===== src/sv/cave_automaton_smoothing_step_assert.svh =====
// assertion helpers used by cas_cell
`ifndef CAVE_AUTOMATON_SMOOTHING_STEP_ASSERT_SVH
`define CAVE_AUTOMATON_SMOOTHING_STEP_ASSERT_SVH

// same-cycle implication, checked out of reset
`define CAS_ASSERT_SAME(label, ante, cons, msg) \
  label: assert property (@(posedge clk) disable iff (!rst_n) (ante) |-> (cons)) \
    else $error(msg);

// next-cycle implication, checked out of reset
`define CAS_ASSERT_NEXT(label, ante, cons, msg) \
  label: assert property (@(posedge clk) disable iff (!rst_n) (ante) |=> (cons)) \
    else $error(msg);

`endif


===== src/sv/cas_pkg.sv =====
package cas_pkg;

  localparam int MAX_WIDTH  = 64;
  localparam int MAX_PASSES = 8;
  localparam int WALL_LIMIT = 3;

  localparam int ROW_FIELD_W  = 64;
  localparam int ROW_WIDTH_W  = 7;
  localparam int PASS_CNT_W   = 4;
  localparam int CFG_DATA_W   = 7;
  localparam int PASS_W       = $clog2(MAX_PASSES + 1);

  localparam logic [ROW_WIDTH_W-1:0] ROW_WIDTH_RST = ROW_WIDTH_W'(64);
  localparam logic [PASS_CNT_W-1:0]  PASS_CNT_RST  = PASS_CNT_W'(1);

  // register indexes
  localparam logic CFG_ROW_WIDTH  = 1'b0;
  localparam logic CFG_PASS_COUNT = 1'b1;

  typedef logic [MAX_WIDTH-1:0] row_bits_t;

  typedef struct packed {
    row_bits_t cells;
    logic      last;
  } cas_row_t;

  // one smoothing pass over a row; columns outside the mask count as walls
  function automatic row_bits_t smooth_row(row_bits_t up, row_bits_t mid,
                                           row_bits_t down, row_bits_t mask);
    logic [MAX_WIDTH+1:0] up_p;
    logic [MAX_WIDTH+1:0] mid_p;
    logic [MAX_WIDTH+1:0] down_p;
    logic [3:0]           cnt;
    row_bits_t            res;
    up_p   = {1'b1, up | ~mask, 1'b1};
    mid_p  = {1'b1, mid | ~mask, 1'b1};
    down_p = {1'b1, down | ~mask, 1'b1};
    res    = '0;
    for (int c = 0; c < MAX_WIDTH; c++) begin
      cnt = {3'b000, up_p[c]} + {3'b000, up_p[c+1]} + {3'b000, up_p[c+2]}
          + {3'b000, mid_p[c]} + {3'b000, mid_p[c+2]}
          + {3'b000, down_p[c]} + {3'b000, down_p[c+1]} + {3'b000, down_p[c+2]};
      res[c] = (cnt >= 4'(WALL_LIMIT));
    end
    return res & mask;
  endfunction

endpackage


===== src/sv/cas_cell.sv =====
`include "cave_automaton_smoothing_step_assert.svh"

module cas_cell
  import cas_pkg::*;
(
  input  logic      clk,
  input  logic      rst_n,
  input  row_bits_t width_mask,
  input  logic      in_valid,
  input  cas_row_t  in_row,
  output logic      in_ready,
  output logic      out_valid,
  output cas_row_t  out_row,
  input  logic      out_ready
);

  row_bits_t above_r, above_nxt;
  row_bits_t mid_r, mid_nxt;
  logic      primed_r, primed_nxt;
  logic      pend_r, pend_nxt;
  logic      out_valid_r, out_valid_nxt;
  cas_row_t  out_row_r, out_row_nxt;

  logic      out_free;
  logic      in_fire;
  row_bits_t mid_sel;
  row_bits_t down_sel;
  row_bits_t smoothed;

  assign out_free = !out_valid_r || out_ready;
  assign in_ready = !pend_r && out_free;
  assign in_fire  = in_valid && in_ready;

  // one shared kernel: held row with new row below, new row alone, or flush
  assign mid_sel  = primed_r ? mid_r : in_row.cells;
  assign down_sel = (pend_r || !primed_r) ? '1 : in_row.cells;
  assign smoothed = smooth_row(above_r, mid_sel, down_sel, width_mask);

  always_comb begin
    above_nxt     = above_r;
    mid_nxt       = mid_r;
    primed_nxt    = primed_r;
    pend_nxt      = pend_r;
    out_valid_nxt = out_valid_r && !out_ready;
    out_row_nxt   = out_row_r;
    if (pend_r) begin
      if (out_free) begin
        out_valid_nxt     = 1'b1;
        out_row_nxt.cells = smoothed;
        out_row_nxt.last  = 1'b1;
        above_nxt         = '1;
        mid_nxt           = '0;
        primed_nxt        = 1'b0;
        pend_nxt          = 1'b0;
      end
    end else if (in_fire) begin
      if (!primed_r) begin
        if (in_row.last) begin
          // single-row tail: smooth at once between walls
          out_valid_nxt     = 1'b1;
          out_row_nxt.cells = smoothed;
          out_row_nxt.last  = 1'b1;
          above_nxt         = '1;
          mid_nxt           = '0;
        end else begin
          mid_nxt    = in_row.cells;
          primed_nxt = 1'b1;
        end
      end else begin
        out_valid_nxt     = 1'b1;
        out_row_nxt.cells = smoothed;
        out_row_nxt.last  = 1'b0;
        above_nxt         = mid_r;
        mid_nxt           = in_row.cells;
        pend_nxt          = in_row.last;
      end
    end
  end

  always_ff @(posedge clk) begin
    if (!rst_n) begin
      above_r     <= '1;
      mid_r       <= '0;
      primed_r    <= 1'b0;
      pend_r      <= 1'b0;
      out_valid_r <= 1'b0;
    end else begin
      above_r     <= above_nxt;
      mid_r       <= mid_nxt;
      primed_r    <= primed_nxt;
      pend_r      <= pend_nxt;
      out_valid_r <= out_valid_nxt;
    end
    out_row_r <= out_row_nxt;
  end

  assign out_valid = out_valid_r;
  assign out_row   = out_row_r;

  `CAS_ASSERT_SAME(a_pend_primed, pend_r, primed_r && out_valid_r,
                   "flush pending without a held row or first result")
  `CAS_ASSERT_NEXT(a_last_flush, in_fire && primed_r && in_row.last, pend_r,
                   "last row into a primed stage did not schedule a flush")
  `CAS_ASSERT_SAME(a_last_clears, out_valid_r && out_row_r.last && !pend_r,
                   !primed_r && (above_r == '1),
                   "stage not cleared after emitting the last row")

endmodule


===== config.mk =====
export PLATFORM = sky130hd
export DESIGN_NAME = cas_cell
export DESIGN_NICKNAME = d
export VERILOG_FILES = /design/src/sv/cas_pkg.sv /design/src/sv/cas_cell.sv
export VERILOG_INCLUDE_DIRS = /design/src /design/src/sv
export SDC_FILE = /design/constraint.sdc
export NUM_CORES = 1
export LEC_CHECK = 0
export BUFFER_PORTS_ARGS = -buffer_cell sky130_fd_sc_hd__buf_2
export CAP_MARGIN = 10
export CORE_ASPECT_RATIO = 1.4
export CORE_MARGIN = 2
export CORE_UTILIZATION = 29
export DETAILED_ROUTE_END_ITERATION = 16
export PLACE_DENSITY_LB_ADDON = 0.25
export SLEW_MARGIN = 20
export SYNTH_ARGS = -nofsm -noshare
export SYNTH_HDL_FRONTEND = slang
export SYNTH_SLANG_ARGS = --single-unit

===== constraint.sdc =====
create_clock -name clk -period 5.5 [get_ports clk]
set_input_delay 1.1 -clock clk [delete_from_list [all_inputs] [get_ports clk]]
set_output_delay 1.1 -clock clk [all_outputs]
set_load 0.005 [all_outputs]

Yosys cells after proc, flatten, opt, wreduce, memory -nomap -nowiden
Index checks and enable logic that the tools add are counted.

operators by class
  bitwise gates (word level) = 5
  mux-type cells = 31
  $add $sub $neg = 448
  reduce and logical (&&, ||, !) cells = 13
  equal/unequal tests = 1
  $lt $le $gt $ge = 64

operators by type and width
  kind                                                  number
  adder 4 x 1 -> 4 bit                                  253
  2-to-1 mux 64 bit                                     12
  2-to-1 mux 65 bit                                     5
  >= comparator 4 x 2 -> 1 bit (second input constant)  64
  adder 3 x 1 -> 4 bit                                  63
  bitwise OR 64 bit                                     3
  adder 2 x 1 -> 3 bit                                  63
  adder 1 x 1 -> 2 bit                                  63
  bitwise AND 64 bit                                    1
  NOT 64 bit                                            1
  2-to-1 mux 1 bit                                      14
  adder 4 x 1 -> 4 bit (second input constant)          3
  adder 3 x 1 -> 4 bit (second input constant)          1
  zero test 1 bit                                       4
  adder 2 x 1 -> 3 bit (second input constant)          1
  logical AND 1 bit                                     3
  AND reduction 3 bit                                   1
  nonzero test 3 bit                                    1
  adder 1 x 1 -> 2 bit (first input constant)           1
  logical OR 1 bit                                      2
  != test 2 x 1 -> 1 bit (second input constant)        1
  AND reduction 2 bit                                   1
  nonzero test 2 bit                                    1

storage, ports and cells
  register bits after elaboration = 196
  output and inout bits = 67
  word-level logic and storage cells = 569
  bits of input ports = 133

Depth between registers and ports, before layout
Gate-level depths: netlist of the first run.

  depth in word-level cells = 15
  gate-level depth with buffers = 17
  gate-level depth less buffers = 14

Worst setup path after synthesis of the first run
OpenSTA, ideal clock, no wires.

  path kind = in2reg
  from = input in_row[62] in the netlist's numbering
  to = register out_row_r (netlist bit out_row[63]), data pin
  arrival time = 3947 ps
  setup slack = 1299 ps
  buffers on the path = 0
  library setup time = 254 ps
  stages = 12
  required time = 5246 ps
  cell sequence = mux2i_1 > nand2_1 > fa_1 > ha_1 > xor2_1 > fa_1 > ha_1 > inv_1 > fa_1 > a2111oi_0 > a21oi_1 > o21a_1

RTL lines
  item                  line            RTL
  start, declared       cas_cell.sv:10  input cas_row_t in_row,
  end signal, assigned  cas_cell.sv:94  out_row_r <= out_row_nxt;
  end, declared         cas_cell.sv:22  cas_row_t out_row_r, out_row_nxt;

==> metrics.md, run 1 <==
| Metric | Value |
|---|---|
| Status | finished, final reports clean |
| Routability congestion estimate | 0.794 |
| Initial core utilization | 0.294 |
| I/O pin count | 200 |
| Die Footprint | 72,200 µm² |
| # Post-CTS Setup Buffers | 0 |
| Clock Tree Buf Depth | 2 |
| Yosys cell types | 41 |
| CTS tree | yes |
| Global route overflow | 0 |
| Vias | 14,600 |
| Largest net degree at the start of global routing | 66 |
| CP startpoint kind | register |
| Initial antenna violation count | 16 |
| Sink Count | 196 |
| Crit Reg-Reg Startpoint | pend_r |
| Yosys warnings | 0 |
| Hold_buf cts | 0 |
| Pre-antenna DRT Iters | 4 |
| Pwr Density | 220 nW/µm² |
| DRC Markers | 0 |
| Hold EP | above_r[38] |
| Clk pin slew, worst setup/hold paths | 0.07 ns |
| Flops & latches, synth | 196 |
| Reg-to-Reg End | out_row[59] |
| Leak Pwr | 0.0100 µW |
| WL final | 51,600 µm |
| Worst skew pair latency | 0.49 ns |
| Final setup fails | 0 |
| Multi-input logic area | 13,400 µm² |
| CP Max Fanout | 48 |
| CP arrival | 4.71 ns |
| Register area | 4580 µm² |
| FILL cells | 7,168 |
| CTS Root Cell | clkbuf_16 |
| Sequential area share after synthesis | 0.225 |
| Layout area overhead | 11.7% |
| Gate power share | 0.403 |
| Worst vdd ir | 0.164 mV |
| Clock buffer count from CTS | 17 |
| Syn Area/Cell | 9.56 µm² |
| Critical path class | reg2reg |
| Asr flop ratio synth | 0 |
| HP Start | above_r[38] |
| Max Clock Freq | 0.224 GHz |
| Antenna viol nets, final | 0 |
| Layout cells sized above 1 | 0.111 |
| Most frequent cells in the layout | inv_1 (482), ha_1 (256), buf_2 (199) |
| RSZ-0062 raised after global routing | no |
| HP Class | reg2reg |
| Clock power frac | 0.263 |
| Core Box Area | 69,200 µm² |
| First-pass GRT wire length | 82,300 µm |
| Slew margin rel. | 0.280 |
| Via density | 4.58 |
| Reg-to-reg setup timing slack | 1.03 ns |
| Final hold violation count | 0 |
| Endpoint type of the worst setup path | register |
| Critical Path RT | 5.74 ns |
| Buffers added on ports | 199 |
| Floorplan row count | 114 |
| Max_cap viols | 0 |
| Mapped Cells | 2,124 |
| WL/cell | 16.2 µm |
| Sw frac | 0.356 |
| Initial DRC Count | 482 |
| Switching power | 1780 µW |
| Chip Height | 317 µm |
| DP Worst Slack | 0.927 ns |
| Final min period | 4.47 ns |
| Synthesized area | 20,300 µm² |
| Total GRT Usage | 0.148 |
| Vias in the first global route | 15,800 |
| Internal | 3220 µW |
| Worst R2R Path Depth | 13 |
| TNS Setup | 0 ns |
| Dpl hpwl | 39,100 µm |
| Sequential Power Share | 0.335 |
| Synth Net Count | 2,701 |
| CTS resizes | 0 |
| Post-synth EDFFs | 65 |
| Tcrit/Tclk final | 0.812 |
| Worst setup margin | 1.03 ns |
| Most common cell after layout, fill and taps aside | inv_1 |
| Final Max Slew Viols | 0 |
| Transition time of the tightest slew-check pin | 1.08 ns |
| Fin nets | 2,823 |
| Layout Skew | 0.0113 ns |
| Htree depth | 4 |
| Hold depth | 1 |
| Die Wd | 228 µm |
| Commonest register cell after synthesis | dfxtp_1 |
[registers in the layout, indices dropped and copies added (netlist names)]
signal / count
out_row: 65
pend_r: 1
above_r: 64
out_valid: 1
mid_r: 64
primed_r: 1
[worst max path at each step]
stage,startpoint,end,slack [ns],cells after the start
floorplan,in_row[62],out_row[63],1.30,12
global placement,width_mask[55],out_row[56],0.99,14
detailed placement,width_mask[57],out_row[59],0.93,11
CTS,pend_r,out_row[59],0.97,13
global route,pend_r,out_row[43],0.70,13
finish,pend_r,out_row[59],1.03,13
[routing by layer]
metal	vias to the layer above	wire, µm	global-route usage
li1	7171	-	-
met1	7157	20800	0.165
met2	211	27000	0.272
met3	78	2370	0.0346
met4	16	1300	0.0559
met5	-	84	0
[worst max-delay path, cell delays in order (launching register included)]
cell and delay (ns):
dfxtp_1 0.37, and2b_2 0.25, clkinv_2 0.05, buf_4 0.36, nor3b_1 0.77, fa_1 0.57
fa_1 0.44, inv_1 0.07, ha_1 0.15, inv_1 0.05, fa_1 0.38, a2111oi_0 0.43
a21oi_1 0.08, o21a_1 0.22
[power groups by stage]
stage / clock (µW) / sequential, µW / combinational, µW
after floorplan: 0 / 1700 / 1470
after global placement: 0 / 1700 / 1930
after detailed placement: 0 / 1710 / 2040
after CTS: 1390 / 1670 / 2060
after global routing: 1420 / 1680 / 2350
final: 1310 / 1670 / 2010
[cells by family (layout without fill, tap and decap cells)]
group | count (synthesis) | after routing | synth area share
AOI/OAI and AO/OA | 375 | 375 | 0.138
xor gates and xnor gates | 65 | 65 | 0.0280
adders and majority gates | 444 | 444 | 0.343
buffers and inverters | 592 | 727 | 0.115
DFF | 196 | 196 | 0.225
muxes | 64 | 64 | 0.0315
other | 0 | 5 | 0
and+or+nand+nor | 388 | 388 | 0.119
[Yosys cell counts (all sizes together), types with 2 or more instances]
library cell,number,area (µm²)
clkbuf,68,255
buf,41,277
a31oi,17,106
o21ai,4,23.8
nor3b,60,450
nor3,2,10.0
nand3b,2,15.0
o22a,64,561
nor2b,146,913
nand4,2,18.8
and2,61,382
xor2,61,534
edfxtp,65,1950
ha,256,3200
a21o,62,465
xnor2,4,35.0
a22oi,64,480
nor2,21,78.8
fa,188,3760
a2111oi,45,394
inv,483,1810
dfxtp,131,2620
a21boi,2,15.0
a21oi,50,254
o21a,63,473
nand2b,70,445
nand2,22,82.6
mux2i,64,641
[cell type report]
| cell class | count | area share |
|---|---|---|
| Antenna cell | 5 | 0.000552 |
| Clock buffer | 19 | 0.0191 |
| Clock inverter | 13 | 0.00590 |
| Inverter | 483 | 0.0800 |
| Multi-Input combinational cell | 1336 | 0.592 |
| Sequential cell | 196 | 0.202 |
| Tap cell | 928 | 0.0512 |
| Timing Repair Buffer | 212 | 0.0493 |
[through the flow]
step / utilization / cell area, µm² / cells / hold slack, ns / total power, µW
floorplan: - / 20300 / 2124 / 0.428 / 3170
global route: 0.328 / 22700 / 3191 / 0.472 / 5460
CTS: 0.327 / 22700 / 3186 / 0.459 / 5130
finish: 0.328 / 22700 / 3192 / 0.456 / 5000
global placement: 0.319 / 22100 / 3154 / 0.434 / 3640
detailed placement: 0.319 / 22100 / 3154 / 0.442 / 3740
No activity file was read; power rests on OpenSTA's default activity.
==> run 2, diff against run 1 <==
==> constraint.sdc (replaced) <==
create_clock -name clk -period 4.1 [get_ports clk]
set_input_delay 0.82 -clock clk [delete_from_list [all_inputs] [get_ports clk]]
set_output_delay 0.82 -clock clk [all_outputs]
set_load 0.005 [all_outputs]
==> run 2 against run 1 <==
Critical endpoint is now out_row[18]; via count increased by 5.3%; non-clock buffer count is 165 higher; hold slack about the same; fmax increased by 12%; core utilization up 2.5 points; global-route usage rose by 0.62 points; largest cell class unchanged; largest power group unchanged; final area up 7.5%; power increased by 41%.
==> metrics.md, run 2 (synthesis gave the netlist of run 1 again) <==
| Metric | Value |
|---|---|
| Final Util | 0.352 (was 0.328) |
| Floorplan row count | 114 (unchanged) |
| Endpoint type of the worst setup path | register (unchanged) |
| First-pass GRT wire length | 86,000 µm (was 82,300 µm) |
| CTS Root Cell | clkbuf_16 (unchanged) |
| Hold_buf cts | 0 (unchanged) |
| Clk pin slew, worst setup/hold paths | 0.08 ns (was 0.07 ns) |
| WL final | 55,600 µm (was 51,600 µm) |
| Max_cap viols | 0 (unchanged) |
| RSZ-0062 raised after global routing | yes (was no) |
| CP Max Fanout | 26 (was 48) |
| Slew margin rel. | 0.270 (was 0.280) |
| CTS tree | yes (unchanged) |
| Sink Count | 196 (unchanged) |
| CP arrival | 4.24 ns (was 4.71 ns) |
| Layout Skew | 0.0114 ns (was 0.0113 ns) |
| WL/cell | 16.6 µm (was 16.2 µm) |
| Leak Pwr | 0.0109 µW (was 0.0100 µW) |
| Transition time of the tightest slew-check pin | 1.10 ns (was 1.08 ns) |
| Buffers added on ports | 199 (unchanged) |
| I/O pin count | 200 (unchanged) |
| Clock Tree Buf Depth | 2 (unchanged) |
| Pre-antenna DRT Iters | 4 (unchanged) |
| Max Clock Freq | 0.252 GHz (was 0.224 GHz) |
| Final hold violation count | 0 (unchanged) |
| Worst vdd ir | 0.231 mV (was 0.164 mV) |
| Via density | 4.59 (was 4.58) |
| Clock buffer count from CTS | 17 (unchanged) |
| Worst skew pair latency | 0.50 ns (was 0.49 ns) |
| Dpl hpwl | 41,000 µm (was 39,100 µm) |
| Layout area overhead | 20.0% (was 11.7%) |
| Antenna viol nets, final | 0 (unchanged) |
| Largest net degree at the start of global routing | 68 (was 66) |
| Core Box Area | 69,200 µm² (unchanged) |
| Critical path class | reg2reg (unchanged) |
| Vias | 15,400 (was 14,600) |
| Die Wd | 228 µm (unchanged) |
| DRC Markers | 0 (unchanged) |
| Initial core utilization | 0.294 (unchanged) |
| Reg-to-reg setup timing slack | 0.12 ns (was 1.03 ns) |
| HP Class | reg2reg (unchanged) |
| Die Footprint | 72,200 µm² (unchanged) |
| Htree depth | 4 (unchanged) |
| Final min period | 3.98 ns (was 4.47 ns) |
| Most common cell after layout, fill and taps aside | inv_1 (unchanged) |
| Global route overflow | 0 (unchanged) |
| Routability congestion estimate | 0.788 (was 0.794) |
| Critical Path RT | 4.36 ns (was 5.74 ns) |
| Tcrit/Tclk final | 0.970 (was 0.812) |
| Fin nets | 2,988 (was 2,823) |
| Initial DRC Count | 426 (was 482) |
| CP startpoint kind | register (unchanged) |
| Layout cells sized above 1 | 0.196 (was 0.111) |
| Status | finished, final reports clean (unchanged) |
| Pwr Density | 288 nW/µm² (was 220 nW/µm²) |
| Chip Height | 317 µm (unchanged) |
| Initial antenna violation count | 15 (was 16) |
| Max FFs per register | 65 (unchanged) |
| Final hold slack | 0.456 ns (about the same) |
| Total GRT Usage | 0.155 (was 0.148) |
| Final Max Slew Viols | 0 (unchanged) |
| Most frequent cells in the layout | inv_1 (482), ha_1 (255), buf_2 (199) (was inv_1 (482), ha_1 (256), buf_2 (199)) |
| Vias in the first global route | 16,800 (was 15,800) |
| Final setup fails | 0 (unchanged) |
run 2: cell types whose count changed in the layout (fill, tap and decap cells not counted), sizes merged:
cell      delta
clkbuf       +2
bufinv       -1
clkinv       -4
inv          +3
buf        +163
diode        -1
clkinvlp     +2
run 2: layout make-up:
type / instances / area, µm²
Timing Repair Buffer: 377 / 2490
Inverter: 483 / 1810
Sequential cell: 196 / 4580
Clock inverter: 13 / 123
Tap cell: 928 / 1160
Antenna cell: 4 / 10.0
Fill cell: 7155 / 44800
Clock buffer: 19 / 454
Multi-Input combinational cell: 1336 / 13800
run 2: final timing paths:
check              startpoint     endpoint  cells past startpoint
setup / recovery     primed_r  out_row[18]                     15
hold / removal    above_r[18]  above_r[18]                      1
setup reg to reg     primed_r  out_row[18]                     15
hold reg to reg   above_r[18]  above_r[18]                      1
run 2: through the flow:
stage | cell area [µm²] | power [µW] | std cells | TNS (ns) | setup slack, ns
after floorplan | 20300 | 4260 | 2124 | 0 | 0.145
after global placement | 23300 | 4980 | 3304 | -0.0647 | -0.0352
after detailed placement | 23300 | 5150 | 3304 | -1.60 | -0.259
after CTS | 23900 | 7030 | 3336 | 0 | 0.00130
after global routing | 24400 | 7660 | 3356 | -1.11 | -0.0888
final | 24400 | 7020 | 3356 | 0 | 0.124
run 2: power by group:
| part | total [µW] | switching (µW) | internal, µW |
|---|---|---|---|
| clock network | 1790 | 907 | 881 |
| logic | 2990 | 1570 | 1430 |
| registers | 2240 | 63.1 | 2180 |
run 2: critical path, stage by stage, from the launching register on:
cell       delay [ns]
dfxtp_4          0.41
buf_12           0.26
mux2i_1          0.23
and2_1           0.19
inv_1            0.06
ha_1             0.27
inv_1            0.05
fa_1             0.52
fa_1             0.42
inv_1            0.07
ha_1             0.16
inv_1            0.06
fa_1             0.37
a2111oi_1        0.37
a21oi_1          0.08
o21a_1           0.20
run 2: repair_timing:
action	4_1_cts	5_1_grt
endpoints found under the setup margin	3	49
pin swaps	0	4
resized for setup	4	86
gates cloned	0	5
setup buffers	0	11
run 2: layer usage:
| metal | vias to the layer above | part of all wire | global-route usage |
|---|---|---|---|
| met5 | - | 0.0017 | 0 |
| met4 | 16 | 0.023 | 0.0648 |
| met3 | 82 | 0.037 | 0.0323 |
| met2 | 211 | 0.54 | 0.292 |
| met1 | 7602 | 0.40 | 0.165 |
| li1 | 7494 | - | - |
